$ cat config.mk
export PLATFORM = sky130hd
export DESIGN_NAME = i2c_master_write_pin_sequencer_unit
export DESIGN_NICKNAME = d
export VERILOG_FILES = /design/src/hw/rtl/i2cw_pkg.sv /design/src/hw/rtl/i2cw_fifo.sv /design/src/hw/rtl/i2cw_front.sv /design/src/hw/rtl/i2cw_back.sv /design/src/hw/rtl/i2c_master_write_pin_sequencer_unit.sv
export SDC_FILE = /design/constraint.sdc
export NUM_CORES = 1
export LEC_CHECK = 0
export ABC_CLOCK_PERIOD_IN_PS = 2850
export BUFFER_PORTS_ARGS = -buffer_cell sky130_fd_sc_hd__buf_2
export CAP_MARGIN = 25
export CORE_UTILIZATION = 30
export CTS_CLUSTER_SIZE = 8
export DETAILED_ROUTE_END_ITERATION = 8
export MAX_ROUTING_LAYER = met4
export SLEW_MARGIN = 20
export SYNTH_ARGS = -nofsm -noshare
export SYNTH_HDL_FRONTEND = slang
export SYNTH_SLANG_ARGS = --single-unit
$ cat constraint.sdc
create_clock -name clk -period 2.85 [get_ports clk]
set_input_delay 0.4275 -clock clk [delete_from_list [all_inputs] [get_ports clk]]
set_output_delay 0.4275 -clock clk [all_outputs]
set_load 0.02 [all_outputs]
$ cat src/hw/rtl/i2cw_pkg.sv
// Shared types and constants of the I2C master write pin sequencer.
// No dependencies; used by the front, back and top-level RTL files of the block.
package i2cw_pkg;

  // Default queue depths
  localparam int CMD_DEPTH_DEF = 2;
  localparam int RES_DEPTH_DEF = 2;

  // Command codes
  typedef enum logic [1:0] {
    OP_BEGIN = 2'd0,
    OP_SEND  = 2'd1,
    OP_END   = 2'd2
  } op_t;

  // Sequencer states, one-hot
  typedef enum logic [3:0] {
    ST_IDLE  = 4'b0001,
    ST_START = 4'b0010,
    ST_BYTE  = 4'b0100,
    ST_STOP  = 4'b1000
  } state_t;

  // Bit index of the acknowledge clock, last phase of a bit, last phase of start/stop
  localparam logic [3:0] ACK_BIT   = 4'd8;
  localparam logic [1:0] PH_BIT_END = 2'd2;
  localparam logic [1:0] PH_RUN_END = 2'd3;

  // Queued command
  typedef struct packed {
    op_t        op;
    logic [7:0] data;
  } cmd_t;

  // One pin write
  typedef struct packed {
    logic scl;
    logic sda;
    logic hold;
    logic last;
  } res_t;

endpackage

$ cat src/hw/rtl/i2cw_fifo.sv
// Small register-based FIFO with full/empty flags.
// No dependencies; holds commands and pin writes of the sequencer.
module i2cw_fifo #(
  parameter int WIDTH = 8,
  parameter int DEPTH = 2
) (
  input  logic             clk,
  input  logic             rst,
  input  logic             wr_en,
  input  logic [WIDTH-1:0] wr_data,
  output logic             full,
  input  logic             rd_en,
  output logic [WIDTH-1:0] rd_data,
  output logic             empty
);

  localparam int PTR_W = (DEPTH > 1) ? $clog2(DEPTH) : 1;
  localparam int CNT_W = $clog2(DEPTH + 1);

  logic [WIDTH-1:0] mem [DEPTH];
  logic [PTR_W-1:0] wr_ptr;
  logic [PTR_W-1:0] rd_ptr;
  logic [CNT_W-1:0] count;
  logic             do_wr;
  logic             do_rd;

  assign full    = (count == CNT_W'(DEPTH));
  assign empty   = (count == '0);
  assign do_wr   = wr_en && !full;
  assign do_rd   = rd_en && !empty;
  assign rd_data = mem[rd_ptr];

  // Storage
  always_ff @(posedge clk) begin
    if (do_wr) begin
      mem[wr_ptr] <= wr_data;
    end
  end

  // Pointers and fill count
  always_ff @(posedge clk) begin
    if (rst) begin
      wr_ptr <= '0;
      rd_ptr <= '0;
      count  <= '0;
    end else begin
      if (do_wr) begin
        wr_ptr <= (wr_ptr == PTR_W'(DEPTH - 1)) ? '0 : wr_ptr + 1'b1;
      end
      if (do_rd) begin
        rd_ptr <= (rd_ptr == PTR_W'(DEPTH - 1)) ? '0 : rd_ptr + 1'b1;
      end
      if (do_wr && !do_rd) begin
        count <= count + 1'b1;
      end else if (do_rd && !do_wr) begin
        count <= count - 1'b1;
      end
    end
  end

endmodule

$ cat src/hw/rtl/i2cw_front.sv
// Front end: holds the address register, accepts and classifies commands.
// Depends on i2cw_pkg.
module i2cw_front (
  input  logic            clk,
  input  logic            rst,
  input  logic            push,
  output logic            full,
  input  logic [1:0]      opcode,
  input  logic [7:0]      data_byte,
  input  logic            cfg_we,
  input  logic [7:0]      cfg_wdata,
  input  logic            cmd_full,
  output logic            cmd_wr,
  output i2cw_pkg::cmd_t  cmd_data
);

  logic [7:0] address_byte;
  logic       op_known;

  // Address register
  always_ff @(posedge clk) begin
    if (rst) begin
      address_byte <= '0;
    end else if (cfg_we) begin
      address_byte <= cfg_wdata;
    end
  end

  // Classify: unknown opcode is accepted and dropped
  assign op_known = (opcode == 2'(i2cw_pkg::OP_BEGIN)) ||
                    (opcode == 2'(i2cw_pkg::OP_SEND))  ||
                    (opcode == 2'(i2cw_pkg::OP_END));

  assign full   = cmd_full;
  assign cmd_wr = push && !cmd_full && op_known;

  // Begin carries the address byte, send its payload
  always_comb begin
    cmd_data.op   = i2cw_pkg::op_t'(opcode);
    cmd_data.data = (opcode == 2'(i2cw_pkg::OP_BEGIN)) ? address_byte : data_byte;
  end

endmodule

$ cat src/hw/rtl/i2cw_back.sv
// Back end: pin sequencer, one pin write per cycle for the queued command while the result queue is not full.
// Depends on i2cw_pkg.
module i2cw_back (
  input  logic            clk,
  input  logic            rst,
  input  logic            cmd_empty,
  input  i2cw_pkg::cmd_t  cmd_data,
  output logic            cmd_pop,
  input  logic            res_full,
  output logic            res_wr,
  output i2cw_pkg::res_t  res_data
);

  i2cw_pkg::state_t state, state_next;
  logic [1:0] ph, ph_next;
  logic [3:0] bc, bc_next;
  logic [7:0] sh, sh_next;
  logic       clock_line;
  logic       bit_val;
  logic       emit;
  logic       load;

  assign bit_val = (bc == i2cw_pkg::ACK_BIT) ? 1'b1 : sh[7];

  // Pin write for the current step
  always_comb begin
    res_data = '0;
    unique case (state)
      i2cw_pkg::ST_START: begin
        unique case (ph)
          2'd0:    res_data = '{scl: clock_line, sda: 1'b1, hold: 1'b0, last: 1'b0};
          2'd1:    res_data = '{scl: 1'b1, sda: 1'b1, hold: 1'b1, last: 1'b0};
          2'd2:    res_data = '{scl: 1'b1, sda: 1'b0, hold: 1'b1, last: 1'b0};
          default: res_data = '{scl: 1'b0, sda: 1'b0, hold: 1'b1, last: 1'b0};
        endcase
      end
      i2cw_pkg::ST_BYTE: begin
        unique case (ph)
          2'd0:    res_data = '{scl: clock_line, sda: bit_val, hold: 1'b1, last: 1'b0};
          2'd1:    res_data = '{scl: 1'b1, sda: bit_val, hold: 1'b1, last: 1'b0};
          default: res_data = '{scl: 1'b0, sda: bit_val,
                                hold: (bc == i2cw_pkg::ACK_BIT),
                                last: (bc == i2cw_pkg::ACK_BIT)};
        endcase
      end
      i2cw_pkg::ST_STOP: begin
        unique case (ph)
          2'd0:    res_data = '{scl: clock_line, sda: 1'b0, hold: 1'b0, last: 1'b0};
          2'd1:    res_data = '{scl: 1'b0, sda: 1'b0, hold: 1'b1, last: 1'b0};
          2'd2:    res_data = '{scl: 1'b1, sda: 1'b0, hold: 1'b1, last: 1'b0};
          default: res_data = '{scl: 1'b1, sda: 1'b1, hold: 1'b0, last: 1'b1};
        endcase
      end
      default: res_data = '0;
    endcase
  end

  // Handshake with both queues; next command loads when idle or on the last write
  assign emit    = (state != i2cw_pkg::ST_IDLE) && !res_full;
  assign res_wr  = emit;
  assign load    = !cmd_empty && ((state == i2cw_pkg::ST_IDLE) || (emit && res_data.last));
  assign cmd_pop = load;

  // Step sequencing
  always_comb begin
    state_next = state;
    ph_next    = ph;
    bc_next    = bc;
    sh_next    = sh;
    if (emit) begin
      unique case (state)
        i2cw_pkg::ST_START: begin
          if (ph == i2cw_pkg::PH_RUN_END) begin
            state_next = i2cw_pkg::ST_BYTE;
            ph_next    = '0;
            bc_next    = '0;
          end else begin
            ph_next = ph + 1'b1;
          end
        end
        i2cw_pkg::ST_BYTE: begin
          if (ph == i2cw_pkg::PH_BIT_END) begin
            ph_next = '0;
            bc_next = bc + 1'b1;
            sh_next = {sh[6:0], 1'b0};
            if (bc == i2cw_pkg::ACK_BIT) begin
              state_next = i2cw_pkg::ST_IDLE;
            end
          end else begin
            ph_next = ph + 1'b1;
          end
        end
        i2cw_pkg::ST_STOP: begin
          ph_next = ph + 1'b1;
          if (ph == i2cw_pkg::PH_RUN_END) begin
            state_next = i2cw_pkg::ST_IDLE;
          end
        end
        default: state_next = i2cw_pkg::ST_IDLE;
      endcase
    end
    if (load) begin
      ph_next = '0;
      bc_next = '0;
      sh_next = cmd_data.data;
      unique case (cmd_data.op)
        i2cw_pkg::OP_BEGIN: state_next = i2cw_pkg::ST_START;
        i2cw_pkg::OP_SEND:  state_next = i2cw_pkg::ST_BYTE;
        i2cw_pkg::OP_END:   state_next = i2cw_pkg::ST_STOP;
        default:            state_next = i2cw_pkg::ST_IDLE;
      endcase
    end
  end

  // Control state and line tracking
  always_ff @(posedge clk) begin
    if (rst) begin
      state      <= i2cw_pkg::ST_IDLE;
      clock_line <= 1'b1;
    end else begin
      state <= state_next;
      if (emit) begin
        clock_line <= res_data.scl;
      end
    end
  end

  // Step counters and shift register
  always_ff @(posedge clk) begin
    ph <= ph_next;
    bc <= bc_next;
    sh <= sh_next;
  end

endmodule

$ cat src/hw/rtl/i2c_master_write_pin_sequencer_unit.sv
// I2C master write pin sequencer: begin gives 31 pin writes, send 27, end 4.
// One pin write per cycle from the back-end sequencer while the result queue is not
// full; a command occupies it for exactly its run length, a queued next command follows without a gap.
// The first result passes the command queue, sequencer state and result queue registers.
// Synchronous reset: queues empty, sequencer idle, tracked clock line high, address byte 0.
module i2c_master_write_pin_sequencer_unit #(
  parameter int CMD_DEPTH = i2cw_pkg::CMD_DEPTH_DEF,
  parameter int RES_DEPTH = i2cw_pkg::RES_DEPTH_DEF
) (
  input  logic       clk,
  input  logic       rst,
  input  logic       push,
  output logic       full,
  input  logic [1:0] opcode,
  input  logic [7:0] data_byte,
  input  logic       cfg_we,
  input  logic [7:0] cfg_wdata,
  output logic       empty,
  input  logic       pop,
  output logic       scl_level,
  output logic       sda_level,
  output logic       hold_after,
  output logic       last_of_run
);

  logic           cmd_full;
  logic           cmd_wr;
  i2cw_pkg::cmd_t cmd_in;
  i2cw_pkg::cmd_t cmd_out;
  logic           cmd_empty;
  logic           cmd_pop;
  logic           res_full;
  logic           res_wr;
  i2cw_pkg::res_t res_in;
  i2cw_pkg::res_t res_out;

  // Command intake
  i2cw_front u_front (
    .clk       (clk),
    .rst       (rst),
    .push      (push),
    .full      (full),
    .opcode    (opcode),
    .data_byte (data_byte),
    .cfg_we    (cfg_we),
    .cfg_wdata (cfg_wdata),
    .cmd_full  (cmd_full),
    .cmd_wr    (cmd_wr),
    .cmd_data  (cmd_in)
  );

  // Command queue between front and back
  i2cw_fifo #(
    .WIDTH ($bits(i2cw_pkg::cmd_t)),
    .DEPTH (CMD_DEPTH)
  ) u_cmd_q (
    .clk     (clk),
    .rst     (rst),
    .wr_en   (cmd_wr),
    .wr_data (cmd_in),
    .full    (cmd_full),
    .rd_en   (cmd_pop),
    .rd_data (cmd_out),
    .empty   (cmd_empty)
  );

  // Pin sequencer
  i2cw_back u_back (
    .clk       (clk),
    .rst       (rst),
    .cmd_empty (cmd_empty),
    .cmd_data  (cmd_out),
    .cmd_pop   (cmd_pop),
    .res_full  (res_full),
    .res_wr    (res_wr),
    .res_data  (res_in)
  );

  // Result queue
  i2cw_fifo #(
    .WIDTH ($bits(i2cw_pkg::res_t)),
    .DEPTH (RES_DEPTH)
  ) u_res_q (
    .clk     (clk),
    .rst     (rst),
    .wr_en   (res_wr),
    .wr_data (res_in),
    .full    (res_full),
    .rd_en   (pop),
    .rd_data (res_out),
    .empty   (empty)
  );

  assign scl_level   = res_out.scl;
  assign sda_level   = res_out.sda;
  assign hold_after  = res_out.hold;
  assign last_of_run = res_out.last;

endmodule

# == Word-level counts from Yosys, hierarchy flattened ==
# Memories as Yosys holds them, arrays and structs flattened. A register that Yosys moved wholly into a read port is not among the register bits.
# Index checks and enable logic that the tools add are counted.
# word_totals
wordCells,125
mem_count,2
ramBits,28
romBits,0
input_bits,23
ff_bits,35
latchBits,0
out_inout_bits,6
# mem_list
memory,depth,word_bits,rd,rd_clocked_by_memory_dff,wr,line,text
u_cmd_q.mem,2,10,1,1,1,i2cw_fifo.sv:20,logic [WIDTH-1:0] mem [DEPTH];
u_res_q.mem,2,4,1,1,1,i2cw_fifo.sv:20,
# classes
bitwise,0
n_shift,0
reduce_logical,40
muxes,40
n_div,0
n_eq_ne,21
mul,0
add_sub_neg,10
n_lt_le_gt_ge,0
# op_table
cell,n
$pmux 4 s3,5
$mux 8,5
$mux 4,8
$pmux 4 s2,2
$logic_and 1x1->1,13
$mux 1,13
$eq 2x2->1 const B,6
$mux 2,6
$ne 3x2->1 const B,4
$reduce_bool 2->1,6
$logic_not 2->1,5
$eq 4x4->1 const B,2
$logic_not 1->1,8
$add 2x1->2 const B,3
$eq 2x1->1 const B,3
$pmux 2 s3,1
$reduce_and 5->1,1
$add 1x1->1 const B,4
$add 4x1->4 const B,1
$eq 4x1->1 const B,1
$eq 4x2->1 const B,1
$eq 4x3->1 const B,1
$ne 2x1->1 const B,2
$ne 4x1->1 const B,1
6 further kinds,9

# == Logic depth before layout (Yosys ltp) ==
# logic_depth
ltp_word,11
mapped_depth,11
mapped_depth_nobuf,10

# == By module ==
# From an unflattened synthesis, not the netlist that was laid out.
# unflattened
hier_cells,279
area_unflattened_um2,3200.6
# by_module_without_submodules
module,seq_area_each_um2,instances,cells_per_inst,area_per_inst_um2
i2cw_back,460.4,1,146,1345.0
i2cw_fifo (u_cmd_q),700.7,1,56,935.9
i2cw_fifo (u_res_q),340.3,1,37,503.0
i2cw_front,160.2,1,40,416.6

# == Least setup slack after synthesis ==
# OpenSTA, ideal clock, no wires.
# synth_timing
kind,reg-to-reg
from,register u_back.ph[0]
to,register u_cmd_q.count[1]
stages_incl_launch_ff,11
slack_ns,0.665
required_ns,2.779
path_buffers,1
t_arrival_ns,2.115
period_less_slack_ns,2.185
setup_ns,0.071
path_cell_list,dfxtp_1 > inv_1 > ha_1 > nor2_1 > nand3_2 > a21oi_2 > buf_6 > inv_1 > ha_1 > or3_1 > a21oi_1
# synth_between
elab_chain_len,10
elab_cells_between_ends,15
classes_between,2 x eq/ne; 4 x mux; 9 x reduce/logical
# synth_lines
item,line,text
"start, declared",i2cw_back.sv:15,"logic [1:0] ph, ph_next;"
"start signal, assigned",i2cw_back.sv:130,ph <= ph_next;
$eq 2x2->1 (tied with other cells),i2cw_back.sv:47,unique case (ph)
$pmux 4 s3 or $pmux 4 s2 (tied branches),"i2cw_back.sv:47, i2cw_back.sv:38",
$pmux 4 s3 (*),i2cw_back.sv:28,unique case (state)
$logic_and 1x1->1 (*),i2cw_back.sv:61,assign load = !cmd_empty && ((state == i2cw_pkg::ST_IDLE) || (emit && res_data.last));
$logic_or 1x1->1 (*),i2cw_back.sv:61,
$logic_and 1x1->1 (*),i2cw_back.sv:61,
$logic_and 1x1->1 (*),i2cw_fifo.sv:30,assign do_rd = rd_en && !empty;
$logic_not 1->1,i2cw_fifo.sv:53,if (do_wr && !do_rd) begin
$logic_and 1x1->1,i2cw_fifo.sv:53,
$mux 2 or $reduce_bool 2->1 (tied branches),--,
"end signal, assigned",i2cw_fifo.sv:54,count <= count + 1'b1;
"end signal, assigned",i2cw_fifo.sv:56,count <= count - 1'b1;
"end, declared",i2cw_fifo.sv:23,logic [CNT_W-1:0] count;
# Every way passes the cells marked *; elsewhere a longest branch is shown, timed or not.
# A chain may end at the register's enable or synchronous reset.

# == Worst setup path after layout ==
# layout_timing
from,register u_back.state[3]
to,register u_cmd_q.count[1]
# layout_between
elab_chain_len,9
elab_cells_between_ends,16
classes_between,5 x eq/ne; 2 x mux; 9 x reduce/logical
# layout_lines
item,line,text
"start, declared",i2cw_back.sv:14,"i2cw_pkg::state_t state, state_next;"
"start signal, assigned",i2cw_back.sv:118,state <= i2cw_pkg::ST_IDLE;
"start signal, assigned",i2cw_back.sv:121,state <= state_next;
$eq 4x4->1 (tied with other cells),i2cw_back.sv:28,
$pmux 4 s3 or $logic_and 1x1->1 (tied branches),"i2cw_back.sv:28, i2cw_back.sv:59",
$logic_and 1x1->1,i2cw_back.sv:61,
$logic_or 1x1->1 (*),i2cw_back.sv:61,
$logic_and 1x1->1 (*),i2cw_back.sv:61,
$logic_and 1x1->1 (*),i2cw_fifo.sv:30,
$logic_not 1->1,i2cw_fifo.sv:53,
$logic_and 1x1->1,i2cw_fifo.sv:53,
$mux 2 or $reduce_bool 2->1 (tied branches),--,
# Marks and branches as above.

==> summary.md <==
| Metric | Value |
|---|---|
| Worst setup path end | `u_cmd_q.count[1]$_SDFFE_PP0P_` |
| Setup Fix Bufs, Post-CTS | `0` |
| Synth Warn # | `0` |
| P&R area growth vs syn | `13.51%` |
| Async SR Flop Fraction | `0%` |
| Post-DP HPWL | `approximately 3.8 mm` |
| Mapped Cells | `258` |
| Ys flop type | `edfxtp_1` |
| Row count | `36` |
| Routed Antenna Nets | `0` |
| Leak | `0.001302 µW` |
| Critical path class | `reg2reg` |
| R2r endpoint | `u_cmd_q.count[1]$_SDFFE_PP0P_` |
| Max Freq | `roughly 440 MHz` |
| HP Class | `in2reg` |
| Post-CTS Resized | `0` |
| Hold_buf cts | `0` |
| RSZ-0062 raised after global routing | `false` |
| Endpoints failing setup | `0` |
| Worst setup SP type | `flip-flop` |
| Crit-path max FO | `9` |
| H-tree levels | `3` |
| Mux cell area share after synthesis | `10.58%` |
| # port buffers | `28` |
| Crit path capture type | `flip-flop` |
| Total number of vias | `1945` |
| Wire length per cell | `12.37 µm` |
| TritonCTS clock tree | `done` |
| Clock Skews | `between 0.01 and 0.015 ns` |
| GRT Resource Usage Total | `between 10% and 20%` |
| First-pass GRT wire length | `approximately 9 mm` |
| Post-place setup slack | `0.5942 ns` |
| Grt ovf | `0` |
| Placed Cells incl. Taps | `410` |
| Ratio of cells with drive above 1 in the final layout | `24.91%` |
| Final net count | `321` |
| Largest family of logic cells by synthesized area | `simple AND/OR/NAND/NOR gates` |
| Synth Area in Simple Gates | `14.40%` |
| IR Drop Worst-Case VDD | `a little over 0.3 mV` |
| Initial Util | `31.18%` |
| Slowest CP cell | `dfxtp_1` |
| Worst R2R Setup Slack | `0.57 ns` |
| Post-Synth XOR/XNOR Area | `between 2 and 3%` |
| Mapped cell area | `3075 µm²` |
| Post-layout min period | `2.284 ns` |
| Vias per cell | `about 4.6` |
| Post-Syn Nets | `around 290` |
| CTS buffer count | `9` |
| Worst r2r src | `u_back.state[3]$_SDFFE_PP0P_` |
| Max-cap check violation count | `0` |
| Initial antenna violation count | `0` |
| Slew Viols, Final | `0` |
| Clock slew at reported path FFs | `0.08 ns` |
| Synth Area per Inst | `between 10 and 15 µm²` |
| Routed WL | `5.270 mm` |
| CORE AREA | `9864 µm²` |
| Most common cell after layout, fill and taps aside | `nor2_1` |
| EDFF count, synth | `36` |
| Final Hold Vio Count | `0` |
| Adder-Cell Fraction of Synth Area | `4.068%` |
| Skew-Pair Late Insertion Delay | `0.35 ns` |
| Total power draw | `3293 µW` |
| Root Driver | `clkbuf_8` |
| Synth cell types | `44` |
| Most used cell, CP | `a21oi_1` |
| DIE HEIGHT | `103.3 µm` |
| Number of remaining DRC errors | `0` |
| Status | `finished clean` |
| Tcrit/Tclk final | `between 80% and 90%` |
| Worst path max stage delay | `0.60 ns` |
| Die X | `103.3 µm` |
| Most frequent cells in the layout | `38 x nor2_1, 36 x edfxtp_1, 29 x dfxtp_1` |
| Drt first pass iters | `4` |
| I/O pin cnt | `29` |
| Largest net degree at the start of global routing | `29` |
| Ant. Diodes | `0` |
| Vias in the first global route | `1997` |
| Sequential-to-total area share from yosys stat | `54.03%` |
| Compound-Gate Fraction of Synth Area | `roughly a tenth` |
| Number of DRC markers in iteration 0 | `101` |
| Placer Congestion | `around 0.81` |
| Post-Layout Cell Count | `426` |
| Slew HR | `57.24%` |
| Launch point of the worst path | `u_back.state[3]$_SDFFE_PP0P_` |
| Die area | `10660 µm²` |
| CP arrival | `2.56 ns` |
| Post-synthesis register bit count | `65` |
| Max clock buf depth | `2` |
| Crit path cell chain | `nor4b_4, a21oi_1, a21oi_2, inv_1, ha_1, or3_1, a21oi_1` |
| Worst Path Required | `3.13 ns` |
| PD cells | `around 940 nW/µm²` |
| TNS Setup | `0 ns` |
| Final setup margin | `0.5664 ns` |
| Slew @ Worst Pin | `0.6365 ns` |
| Worst R2R Path Depth | `7` |
| CTS Sinks | `65` |
==> where the power goes <==
part / internal [µW] / leakage, µW / switching, µW
Combinational: 475 / 0.000630 / 651
Sequential: 1270 / 0.000575 / 168
Clock: 332 / 0.0000973 / 395
Total: 2080 / 0.00130 / 1210
==> critical path, delay by kind of cell, from the launching register on <==
family	cells	cell delay, ns
AOI/OAI and AO/OA	3	0.46
adders and majority gates	1	0.33
DFF	1	0.60
and+or+nand+nor	2	0.74
buffers and inverters	1	0.08
==> synth_stat cells, types with 2 or more instances <==
library cell / count / area [µm²]
nand3b_1: 4 / 30.03
nand2_1: 7 / 26.28
nor3_1: 3 / 15.01
edfxtp_1: 36 / 1081
a21oi_2: 7 / 61.31
o21ai_0: 9 / 45.04
a211oi_1: 5 / 37.54
nor4b_4: 3 / 71.32
a21oi_1: 10 / 50.05
xnor2_1: 4 / 35.03
xor2_1: 6 / 52.55
inv_1: 7 / 26.28
and2_1: 3 / 18.77
nand3_1: 2 / 10.01
clkbuf_1: 4 / 15.01
a32oi_1: 2 / 17.52
mux2_2: 12 / 135.1
or2_2: 2 / 12.51
nor2b_1: 4 / 25.02
nor2_1: 38 / 142.6
or3_1: 3 / 18.77
a211o_1: 4 / 35.03
ha_1: 10 / 125.1
buf_6: 6 / 67.56
and3_1: 2 / 12.51
mux2i_1: 19 / 190.2
dfxtp_1: 29 / 580.6
==> logic make-up after synthesis <==
group | after synthesis
buffers and inverters | 19
DFF | 65
AOI/OAI and AO/OA | 45
xor gates and xnor gates | 10
muxes | 31
and+or+nand+nor | 78
adders and majority gates | 10
==> layout make-up <==
| cell class | count | area, µm² |
|---|---|---|
| timing repair buffer | 31 | 162.7 |
| multi-input combinational | 174 | 1292 |
| fill | 1003 | 6374 |
| clock buffer | 9 | 123.9 |
| sequential | 65 | 1662 |
| tap | 133 | 166.4 |
| clock inverter | 7 | 57.56 |
| inverter | 7 | 26.28 |
==> flip-flops by register name, summed over array words and instances (netlist names), named ones only <==
name                  flops
u_cmd_q.mem              20
u_back.clock_line         1
u_cmd_q.rd_ptr            1
u_cmd_q.wr_ptr            1
u_back.sh                 8
u_back.state              4
u_front.address_byte      8
u_res_q.count             2
u_cmd_q.count             2
u_back.bc                 4
u_res_q.rd_ptr            1
u_res_q.mem               8
u_back.ph                 2
u_res_q.wr_ptr            1
==> how the worst min path moves through the flow <==
stage | from | endpoint | slack [ns] | depth (start not counted)
floorplan | u_front.address_byte[0]$_SDFFE_PP0P_ | u_front.address_byte[0]$_SDFFE_PP0P_ | 0.45 | 2
detailed placement | u_front.address_byte[6]$_SDFFE_PP0P_ | u_front.address_byte[6]$_SDFFE_PP0P_ | 0.48 | 2
CTS | opcode[0] | u_cmd_q.mem[1][8]$_DFFE_PP_ | 0.29 | 1
global placement | u_front.address_byte[1]$_SDFFE_PP0P_ | u_front.address_byte[1]$_SDFFE_PP0P_ | 0.47 | 2
global route | opcode[0] | u_cmd_q.mem[0][8]$_DFFE_PP_ | 0.29 | 1
finish | opcode[0] | u_cmd_q.mem[0][8]$_DFFE_PP_ | 0.31 | 1
==> per-stage QoR <==
step	util [%]	hold slack [ns]	area (µm²)
after floorplan	-	0.4544	3075
after global placement	33.55	0.4664	3309
after detailed placement	33.55	0.4806	3309
after CTS	35.39	0.2883	3491
after global routing	35.39	0.2947	3491
final	35.39	0.3087	3491
==> routing by layer <==
metal / vias up / GRT usage [%] / share of wire [%]
met2: 37 / 19.13 / 49
li1: 1000 / - / -
met5: - / - / 0
met1: 900 / 13.01 / 46
met4: 0 / 4.550 / 1.6
met3: 8 / 3.831 / 3.4
Power figures use the tool's default switching activity.
